$ cat src/rtl/pclip_pkg.sv
// ----------------------------------------------------------------------------
// pclip_pkg
// shared types and codes for the polygon clip next-edge decider
// ----------------------------------------------------------------------------
package pclip_pkg;

    localparam int unsigned SideW = 2;
    localparam int unsigned KindW = 2;
    localparam int unsigned EdgeW = 3;

    typedef logic [SideW-1:0] side_t;
    typedef logic [KindW-1:0] kind_t;
    typedef logic [EdgeW-1:0] edge_t;

    localparam side_t SIDE_LEFT  = 2'd0;
    localparam side_t SIDE_ON    = 2'd1;
    localparam side_t SIDE_RIGHT = 2'd2;

    localparam kind_t KIND_PROPER      = 2'd0;
    localparam kind_t KIND_SUBJ_DOUBLE = 2'd1;
    localparam kind_t KIND_CLIP_DOUBLE = 2'd2;
    localparam kind_t KIND_BOTH_DOUBLE = 2'd3;

    localparam edge_t GO_NONE   = 3'd0;
    localparam edge_t GO_SUBJ   = 3'd1;
    localparam edge_t GO_CLIP   = 3'd2;
    localparam edge_t GO_EITHER = 3'd3;
    localparam edge_t GO_ALT    = 3'd4;

    typedef struct packed {
        kind_t cross_kind;
        side_t m_vs_ij;
        side_t n_vs_ij;
        side_t k_vs_ij;
        side_t m_vs_jk;
        side_t n_vs_jk;
        side_t o_vs_ij;
        side_t o_vs_jk;
        side_t o_vs_mn;
        side_t k_vs_mn;
        side_t k_vs_no;
        logic  edges_opposed;
    } crossing_t;

    typedef struct packed {
        edge_t next_edge;
    } decision_t;

endpackage

$ cat src/rtl/pclip_if.sv
// ----------------------------------------------------------------------------
// pclip channel interfaces
// valid/ready channels for crossings in and decisions out
// ----------------------------------------------------------------------------
interface pclip_cross_if;
    logic                 valid;
    logic                 ready;
    pclip_pkg::crossing_t data;

    modport source (output valid, output data, input ready);
    modport sink   (input valid, input data, output ready);
endinterface

interface pclip_edge_if;
    logic                 valid;
    logic                 ready;
    pclip_pkg::decision_t data;

    modport source (output valid, output data, input ready);
    modport sink   (input valid, input data, output ready);
endinterface

$ cat src/rtl/polygon_clip_next_edge_decider.sv
// ----------------------------------------------------------------------------
// polygon_clip_next_edge_decider
// next-edge decision, unless stalled, for one polygon clipping crossing per cycle
// ----------------------------------------------------------------------------
// Takes one crossing per clock cycle while the output is not stalled and
// returns one decision per crossing, in order. A crossing is captured in an
// input register, the decision table is evaluated from that register and
// the result is held in an output register, so a decision becomes valid
// once it has passed through both registers. Each register keeps its item
// until the next stage takes it, so a stalled output holds at most two items
// and the input stays ready while the output register can drain.
// ----------------------------------------------------------------------------
module polygon_clip_next_edge_decider (
    input logic               clk,
    input logic               rst_n,
    pclip_cross_if.sink       crossing,
    pclip_edge_if.source      decision
);

    logic                 in_valid_reg;
    logic                 in_valid_next;
    pclip_pkg::crossing_t in_data_reg;
    logic                 out_valid_reg;
    logic                 out_valid_next;
    pclip_pkg::edge_t     out_edge_reg;
    pclip_pkg::edge_t     table_edge;
    logic                 in_xfer;
    logic                 out_load;

    pclip_decide u_decide (
        .crossing  (in_data_reg),
        .next_edge (table_edge)
    );

    assign out_load       = in_valid_reg && (!out_valid_reg || decision.ready);
    assign crossing.ready = !in_valid_reg || out_load;
    assign in_xfer        = crossing.valid && crossing.ready;

    always_comb
    begin
        if (in_xfer)
        begin
            in_valid_next = 1'b1;
        end
        else if (out_load)
        begin
            in_valid_next = 1'b0;
        end
        else
        begin
            in_valid_next = in_valid_reg;
        end
    end

    always_comb
    begin
        if (out_load)
        begin
            out_valid_next = 1'b1;
        end
        else if (decision.ready)
        begin
            out_valid_next = 1'b0;
        end
        else
        begin
            out_valid_next = out_valid_reg;
        end
    end

    always_ff @(posedge clk or negedge rst_n)
    begin
        if (!rst_n)
        begin
            in_valid_reg  <= 1'b0;
            out_valid_reg <= 1'b0;
        end
        else
        begin
            in_valid_reg  <= in_valid_next;
            out_valid_reg <= out_valid_next;
        end
    end

    always_ff @(posedge clk)
    begin
        if (in_xfer)
        begin
            in_data_reg <= crossing.data;
        end
        if (out_load)
        begin
            out_edge_reg <= table_edge;
        end
    end

    assign decision.valid          = out_valid_reg;
    assign decision.data.next_edge = out_edge_reg;

endmodule

$ cat src/rtl/pclip_decide.sv
// ----------------------------------------------------------------------------
// pclip_decide
// decision table: picks the boundary to follow after one crossing
// ----------------------------------------------------------------------------
module pclip_decide (
    input  pclip_pkg::crossing_t crossing,
    output pclip_pkg::edge_t     next_edge
);

    pclip_pkg::side_t m_ij;
    pclip_pkg::side_t n_ij;
    pclip_pkg::side_t k_ij;
    pclip_pkg::side_t m_jk;
    pclip_pkg::side_t n_jk;
    pclip_pkg::side_t o_ij;
    pclip_pkg::side_t o_jk;
    pclip_pkg::side_t o_mn;
    pclip_pkg::side_t k_mn;
    pclip_pkg::side_t k_no;
    logic             opp;

    pclip_pkg::edge_t go_proper;
    pclip_pkg::edge_t go_subj;
    pclip_pkg::edge_t go_clip;
    pclip_pkg::edge_t go_both;

    logic lr;
    logic rl;
    logic oo;
    logic o_in_l;
    logic o_on_l;
    logic o_in_r;
    logic o_on_r;
    logic m_in_r;

    assign m_ij = crossing.m_vs_ij;
    assign n_ij = crossing.n_vs_ij;
    assign k_ij = crossing.k_vs_ij;
    assign m_jk = crossing.m_vs_jk;
    assign n_jk = crossing.n_vs_jk;
    assign o_ij = crossing.o_vs_ij;
    assign o_jk = crossing.o_vs_jk;
    assign o_mn = crossing.o_vs_mn;
    assign k_mn = crossing.k_vs_mn;
    assign k_no = crossing.k_vs_no;
    assign opp  = crossing.edges_opposed;

    assign lr = (m_ij == pclip_pkg::SIDE_LEFT) && (n_ij == pclip_pkg::SIDE_RIGHT);
    assign rl = (m_ij == pclip_pkg::SIDE_RIGHT) && (n_ij == pclip_pkg::SIDE_LEFT);
    assign oo = (m_ij == pclip_pkg::SIDE_ON) && (n_ij == pclip_pkg::SIDE_ON);

    assign o_in_l = (o_ij == pclip_pkg::SIDE_LEFT) && (o_jk == pclip_pkg::SIDE_LEFT);
    assign o_on_l = (o_ij == pclip_pkg::SIDE_LEFT) && (o_jk == pclip_pkg::SIDE_ON);
    assign o_in_r = (o_ij == pclip_pkg::SIDE_LEFT) || (o_jk == pclip_pkg::SIDE_LEFT);
    assign o_on_r = (o_ij == pclip_pkg::SIDE_RIGHT) && (o_jk == pclip_pkg::SIDE_ON);
    assign m_in_r = (m_ij == pclip_pkg::SIDE_LEFT) || (m_jk == pclip_pkg::SIDE_LEFT);

    // proper crossing
    always_comb
    begin
        if (lr)
        begin
            go_proper = pclip_pkg::GO_SUBJ;
        end
        else if (rl)
        begin
            go_proper = pclip_pkg::GO_CLIP;
        end
        else
        begin
            go_proper = pclip_pkg::GO_NONE;
        end
    end

    // subject vertex on the clip edge
    always_comb
    begin
        if (lr)
        begin
            if (k_ij == pclip_pkg::SIDE_LEFT)
            begin
                go_subj = (m_jk == pclip_pkg::SIDE_LEFT) ? pclip_pkg::GO_SUBJ
                                                         : pclip_pkg::GO_NONE;
            end
            else
            begin
                go_subj = (n_jk == pclip_pkg::SIDE_LEFT) ? pclip_pkg::GO_CLIP
                                                         : pclip_pkg::GO_SUBJ;
            end
        end
        else if (rl)
        begin
            if (k_ij == pclip_pkg::SIDE_LEFT)
            begin
                go_subj = (n_jk == pclip_pkg::SIDE_LEFT) ? pclip_pkg::GO_CLIP
                                                         : pclip_pkg::GO_SUBJ;
            end
            else
            begin
                go_subj = pclip_pkg::GO_CLIP;
            end
        end
        else if (oo)
        begin
            if (opp)
            begin
                go_subj = (k_ij == pclip_pkg::SIDE_RIGHT) ? pclip_pkg::GO_SUBJ
                                                          : pclip_pkg::GO_NONE;
            end
            else
            begin
                go_subj = (k_ij == pclip_pkg::SIDE_LEFT) ? pclip_pkg::GO_SUBJ
                                                         : pclip_pkg::GO_CLIP;
            end
        end
        else
        begin
            go_subj = pclip_pkg::GO_NONE;
        end
    end

    // clip vertex on the subject edge
    always_comb
    begin
        if (m_ij == pclip_pkg::SIDE_LEFT)
        begin
            if (o_ij == pclip_pkg::SIDE_LEFT)
            begin
                go_clip = (o_mn == pclip_pkg::SIDE_LEFT) ? pclip_pkg::GO_CLIP
                                                         : pclip_pkg::GO_NONE;
            end
            else
            begin
                go_clip = pclip_pkg::GO_SUBJ;
            end
        end
        else if (m_ij == pclip_pkg::SIDE_RIGHT)
        begin
            if (o_ij == pclip_pkg::SIDE_LEFT)
            begin
                go_clip = pclip_pkg::GO_CLIP;
            end
            else
            begin
                go_clip = (o_mn == pclip_pkg::SIDE_RIGHT) ? pclip_pkg::GO_SUBJ
                                                          : pclip_pkg::GO_NONE;
            end
        end
        else if (o_ij == pclip_pkg::SIDE_LEFT)
        begin
            go_clip = pclip_pkg::GO_CLIP;
        end
        else
        begin
            go_clip = opp ? pclip_pkg::GO_NONE : pclip_pkg::GO_SUBJ;
        end
    end

    // both vertices double
    always_comb
    begin
        if (k_ij == pclip_pkg::SIDE_LEFT)
        begin
            if (o_mn == pclip_pkg::SIDE_LEFT)
            begin
                if (o_in_l)
                begin
                    go_both = pclip_pkg::GO_CLIP;
                end
                else if (o_on_l)
                begin
                    go_both = pclip_pkg::GO_EITHER;
                end
                else if ((k_mn == pclip_pkg::SIDE_LEFT) && (k_no == pclip_pkg::SIDE_LEFT))
                begin
                    go_both = pclip_pkg::GO_SUBJ;
                end
                else
                begin
                    go_both = pclip_pkg::GO_NONE;
                end
            end
            else if (o_mn == pclip_pkg::SIDE_ON)
            begin
                if (o_in_l)
                begin
                    go_both = pclip_pkg::GO_CLIP;
                end
                else if (o_on_l)
                begin
                    go_both = pclip_pkg::GO_EITHER;
                end
                else if (k_no == pclip_pkg::SIDE_LEFT)
                begin
                    go_both = pclip_pkg::GO_SUBJ;
                end
                else
                begin
                    go_both = pclip_pkg::GO_NONE;
                end
            end
            else if (o_in_l)
            begin
                go_both = ((m_ij == pclip_pkg::SIDE_LEFT) && (m_jk == pclip_pkg::SIDE_LEFT))
                          ? pclip_pkg::GO_ALT : pclip_pkg::GO_CLIP;
            end
            else if (o_on_l)
            begin
                go_both = pclip_pkg::GO_EITHER;
            end
            else if ((m_ij != pclip_pkg::SIDE_RIGHT) && (m_jk != pclip_pkg::SIDE_RIGHT))
            begin
                go_both = pclip_pkg::GO_SUBJ;
            end
            else
            begin
                go_both = pclip_pkg::GO_NONE;
            end
        end
        else if (k_ij == pclip_pkg::SIDE_ON)
        begin
            if (o_mn == pclip_pkg::SIDE_LEFT)
            begin
                if (o_ij == pclip_pkg::SIDE_LEFT)
                begin
                    go_both = pclip_pkg::GO_CLIP;
                end
                else if ((o_ij == pclip_pkg::SIDE_ON) && (m_ij == pclip_pkg::SIDE_LEFT))
                begin
                    go_both = pclip_pkg::GO_EITHER;
                end
                else if ((k_mn == pclip_pkg::SIDE_LEFT) && (k_no == pclip_pkg::SIDE_LEFT))
                begin
                    go_both = pclip_pkg::GO_SUBJ;
                end
                else
                begin
                    go_both = pclip_pkg::GO_NONE;
                end
            end
            else if (o_mn == pclip_pkg::SIDE_ON)
            begin
                if (o_ij == pclip_pkg::SIDE_LEFT)
                begin
                    go_both = pclip_pkg::GO_CLIP;
                end
                else if (o_ij == pclip_pkg::SIDE_ON)
                begin
                    go_both = opp ? pclip_pkg::GO_NONE : pclip_pkg::GO_EITHER;
                end
                else
                begin
                    go_both = pclip_pkg::GO_SUBJ;
                end
            end
            else if (o_ij == pclip_pkg::SIDE_LEFT)
            begin
                go_both = (m_ij == pclip_pkg::SIDE_LEFT) ? pclip_pkg::GO_ALT
                                                         : pclip_pkg::GO_CLIP;
            end
            else if (o_ij == pclip_pkg::SIDE_ON)
            begin
                go_both = opp ? pclip_pkg::GO_SUBJ : pclip_pkg::GO_EITHER;
            end
            else
            begin
                go_both = pclip_pkg::GO_SUBJ;
            end
        end
        else
        begin
            if (o_in_r)
            begin
                go_both = m_in_r ? pclip_pkg::GO_ALT : pclip_pkg::GO_CLIP;
            end
            else if (o_on_r)
            begin
                go_both = pclip_pkg::GO_EITHER;
            end
            else if (o_mn == pclip_pkg::SIDE_LEFT)
            begin
                go_both = m_in_r ? pclip_pkg::GO_SUBJ : pclip_pkg::GO_NONE;
            end
            else
            begin
                go_both = pclip_pkg::GO_SUBJ;
            end
        end
    end

    always_comb
    begin
        case (crossing.cross_kind)
            pclip_pkg::KIND_PROPER:      next_edge = go_proper;
            pclip_pkg::KIND_SUBJ_DOUBLE: next_edge = go_subj;
            pclip_pkg::KIND_CLIP_DOUBLE: next_edge = go_clip;
            pclip_pkg::KIND_BOTH_DOUBLE: next_edge = go_both;
            default:                     next_edge = go_both;
        endcase
    end

endmodule

$ cat src/flat_wrapper.sv
// flat-port wrapper written by rule: the top's interface ports become plain ports
module polygon_clip_next_edge_decider_flat 
  (clk, rst_n, crossing_valid, crossing_data, crossing_ready, decision_valid, decision_data, decision_ready);
  pclip_cross_if crossing_i ();
  pclip_edge_if decision_i ();
  input logic clk;
  input logic rst_n;
  input wire logic [$bits(crossing_i.valid)-1:0] crossing_valid;
  input wire logic [$bits(crossing_i.data)-1:0] crossing_data;
  output wire logic [$bits(crossing_i.ready)-1:0] crossing_ready;
  output wire logic [$bits(decision_i.valid)-1:0] decision_valid;
  output wire logic [$bits(decision_i.data)-1:0] decision_data;
  input wire logic [$bits(decision_i.ready)-1:0] decision_ready;
  assign crossing_i.valid = crossing_valid;
  assign crossing_i.data = crossing_data;
  assign crossing_ready = crossing_i.ready;
  assign decision_valid = decision_i.valid;
  assign decision_data = decision_i.data;
  assign decision_i.ready = decision_ready;
  polygon_clip_next_edge_decider u_core (.clk(clk), .rst_n(rst_n), .crossing(crossing_i), .decision(decision_i));
endmodule
$ cat config.mk
export PLATFORM = sky130hd
export DESIGN_NAME = polygon_clip_next_edge_decider_flat
export DESIGN_NICKNAME = d
export VERILOG_FILES = /design/src/rtl/pclip_pkg.sv /design/src/rtl/pclip_if.sv /design/src/rtl/polygon_clip_next_edge_decider.sv /design/src/rtl/pclip_decide.sv /design/src/flat_wrapper.sv
export SDC_FILE = /design/constraint.sdc
export NUM_CORES = 1
export LEC_CHECK = 0
export ABC_CLOCK_PERIOD_IN_PS = 2890
export BUFFER_PORTS_ARGS = -buffer_cell sky130_fd_sc_hd__buf_2
export CORE_MARGIN = 2
export CORE_UTILIZATION = 25
export CTS_BUF_LIST = sky130_fd_sc_hd__clkbuf_4
export DETAILED_ROUTE_END_ITERATION = 16
export SETUP_SLACK_MARGIN = 0.1
export SYNTH_ARGS = -nofsm -noshare
export SYNTH_HDL_FRONTEND = slang
export SYNTH_SLANG_ARGS = --single-unit
export TNS_END_PERCENT = 30
$ cat constraint.sdc
create_clock -name clk -period 2.89 [get_ports clk]
set_input_delay 0.289 -clock clk [delete_from_list [all_inputs] [get_ports clk]]
set_output_delay 0.289 -clock clk [all_outputs]
set_load 0.01 [all_outputs]
==> impl_metrics.tcl <==
set metrics [dict create \
    grt_use_met2_pct 14.0 \
    tightestPinTransition_ns 0.400 \
    ir_worst_vdd_mv 0.299 \
    worstSetupEndpointType "flop" \
    synth_fa_ha_area_share_pct 0 \
    layout_min_cycle_time_ns 1.86 \
    die-width_um 77.5 \
    synth_top_family_by_area "simple AND/OR/NAND/NOR gates" \
    grt_max_degree 24 \
    dp_hpwl_um 2000 \
    fmax_mhz 538 \
    cap_violations 0 \
    first_pass_iters 4 \
    avgSynthCellArea_sq_um 12.5 \
    worst_clock_skew_ns 0.00258 \
    hold_ws_ns 0.123 \
    crit_arrival_ns 2.01 \
    h-tree-depth 1 \
    startpoint_type "flop" \
    place_ws_ns 1.11 \
    dp_cells 208 \
    fin_area_sq_mm 0.00165 \
    grt_pass1_wl_um 4460 \
    area_delta_synth_final_pct 22.0 \
    drc 0 \
    leakagePower_nw 0.584 \
    crit_fanout 10 \
    tns_ns 0 \
    ys.flop_type "edfxtp_1" \
    ys_async_sr_fraction_pct 7.14 \
    crit_type "reg -> reg" \
    min_path_type "in -> reg" \
    cts.clk_slew.worst_paths_ns 0.15 \
    numPortBuffers 31 \
    yosys.area_share.xor_xnor_pct 0.649 \
    core-area_sq_mm 0.00517 \
    drive_gt1_share_pct 28.7 \
    synth-edff-count 26 \
    insertedDiodeCount 0 \
    yosysSeqAreaShare_pct 61.5 \
    yosysWarnings 0 \
    fin_crit_sh_pct 64.3 \
    grt_busiest_layer "met2" \
    fin_ws_ns 1.03 \
    clkSinkCount 28 \
    post_layout_nonfiller_instances 213 \
    finalWirelength_um 2660 \
    largest_reg_flops 23 \
    cts_buffers 3 \
    syn-cell-area_sq_mm 0.00135 \
    dr.first_iter.drc_count 60 \
    synthCells 108 \
    pin_count 32 \
    finalWeightedCongestion 0.879 \
    synthSimpleGateAreaFrac_pct 22.3 \
    clock_latency_ns 0.33 \
    synth_compound_area_share_pct 12.7 \
    cts_root_buffer "clkbuf_4" \
    ys_seq_elements 28 \
    dpl-instance-area_sq_mm 0.00158 \
    die_h_um 77.5 \
    initial_utilization_pct 26.1 \
    post_cts_resized 0 \
    slew_headroom_pct 72.7 \
    syn_nets 135 \
    setup_viol 0 \
    ant_nets 0 \
    cp.required_ns 3.04 \
    antenna_found_initial 0 \
    placementRows 26 \
    die_area_sq_mm 0.00600 \
    viasPerCell 4.69 \
    avgRoutedWirePerCell_um 12.5 \
    cts_tree "done" \
    hold_viol 0 \
    grt_usage_pct 9.30 \
    fillCellCount 527 \
    powerDensity_mw_per_mm2 517 \
    nets 171 \
    rsz0062_at_grt "no" \
    vias 1000 \
    use_met3_pct 3.26 \
    cts_buffer_depth 2 \
    maxSlewViolCount 0 \
    grt_pass1_vias 944 \
    synthMuxAreaShare_pct 0.741 \
    status "finished clean" \
    grt_overflow 0 \
    synth.distinct_cells 39 \
    globalRouteMet1Util_pct 12.7 \
]
-- layer usage --
metal	wire length, um	share of wire, %	up-vias
met2	1190	45	44
li1	-	-	503
met1	1280	48	453
met5	0	0	-
met3	189	7.1	0
met4	0	0	0
-- logic make-up (layout without fill, tap and decap cells) --
family                 count (synthesis)  count (layout)
flip-flops                            28              28
AND/OR/NAND/NOR                       49              49
multiplexers                           1               1
AO/OA/AOI/OAI                         24              24
XOR/XNOR                               1               1
buffers and inverters                  5              40
-- metrics by stage --
step | util, % | total power [mW]
2_1_floorplan | - | 0.563
4_1_cts | 31.8 | 0.862
3_5_place_dp | 30.6 | 0.604
3_3_place_gp | 30.6 | 0.604
5_1_grt | 31.8 | 0.892
6_report | 31.8 | 0.851
-- final timing paths --
check / from / end / slack [ns] / cells past startpoint
setup / recovery: u_core.in_data_reg[19] / u_core.decision.data[0] / 1.03 / 5
hold / removal: crossing_data[21] / u_core.in_data_reg[21] / 0.12 / 1
setup reg to reg: u_core.in_data_reg[19] / u_core.decision.data[0] / 1.03 / 5
hold reg to reg: u_core.in_valid_reg / u_core.decision.valid / 0.50 / 1
max in group asynchronous: rst_n / u_core.in_valid_reg / 2.55 / 2
min in group asynchronous: rst_n / u_core.decision.valid / 0.25 / 2
-- cells in the mapped netlist, types with 2 or more instances --
| cell type | n | area (sq um) |
|---|---|---|
| nor2_1 | 9 | 33.8 |
| nand3_1 | 3 | 15.0 |
| nor2b_1 | 2 | 12.5 |
| nor3_1 | 2 | 10.0 |
| and3_1 | 2 | 12.5 |
| and2_1 | 2 | 12.5 |
| o31ai_1 | 2 | 15.0 |
| or3_1 | 2 | 12.5 |
| nand2_1 | 2 | 7.51 |
| a21oi_1 | 5 | 25.0 |
| nand4_1 | 3 | 18.8 |
| a2111oi_0 | 2 | 17.5 |
| nand2b_1 | 7 | 43.8 |
| o21ai_0 | 3 | 15.0 |
| nor2_2 | 2 | 12.5 |
| edfxtp_1 | 26 | 781 |
| nand4bb_1 | 2 | 22.5 |
| nor4_1 | 3 | 18.8 |
| dfrtp_1 | 2 | 50.1 |
| a31oi_1 | 3 | 18.8 |
| inv_1 | 3 | 11.3 |
| nor4b_1 | 3 | 26.3 |
| o22ai_1 | 2 | 12.5 |
-- placed cells by master (no fill, tap or decap), drive strengths merged, types with 3 or more instances in the layout --
cell type,synthesis,layout
a31oi,3,3
inv,3,3
nor4,3,3
a21oi,5,5
nor2,11,11
o21ai,3,3
nand2b,7,7
edfxtp,26,26
buf,2,32
nor4b,4,4
clkbuf,0,3
nand3,3,3
nand4,3,3
-- critical path: stages (launching register included) --
cell and delay [ns]:
edfxtp_1 0.56, nor4b_1 0.39, a2111oi_0 0.12, nor4_1 0.28, nor3_1 0.11, o41ai_2 0.22
-- area by class of cell --
type                       count  area, sq um  area share (%)
sequential                    28          831            50.5
multi-input combinational     75          492            29.9
timing repair buffer          33          173            10.5
tap                           70         87.6            5.32
clock inverter                 1         30.0            1.82
clock buffer                   3         22.5            1.37
inverter                       3         11.3           0.684
-- repair_timing --
action / 4_1_cts / 5_1_grt
endpoints found under the setup margin: 0 / 0
setup buffers: 0 / 0
hold buffers: 1 / 0
hold endpoints to repair: 2 / 0
-- power breakdown --
group,leakage (nW),internal [mW],switching (mW)
clock,0.0279,0.140,0.115
sequential,0.272,0.476,0.0270
combinational,0.284,0.0439,0.0488
Power figures use the tool's default switching activity.
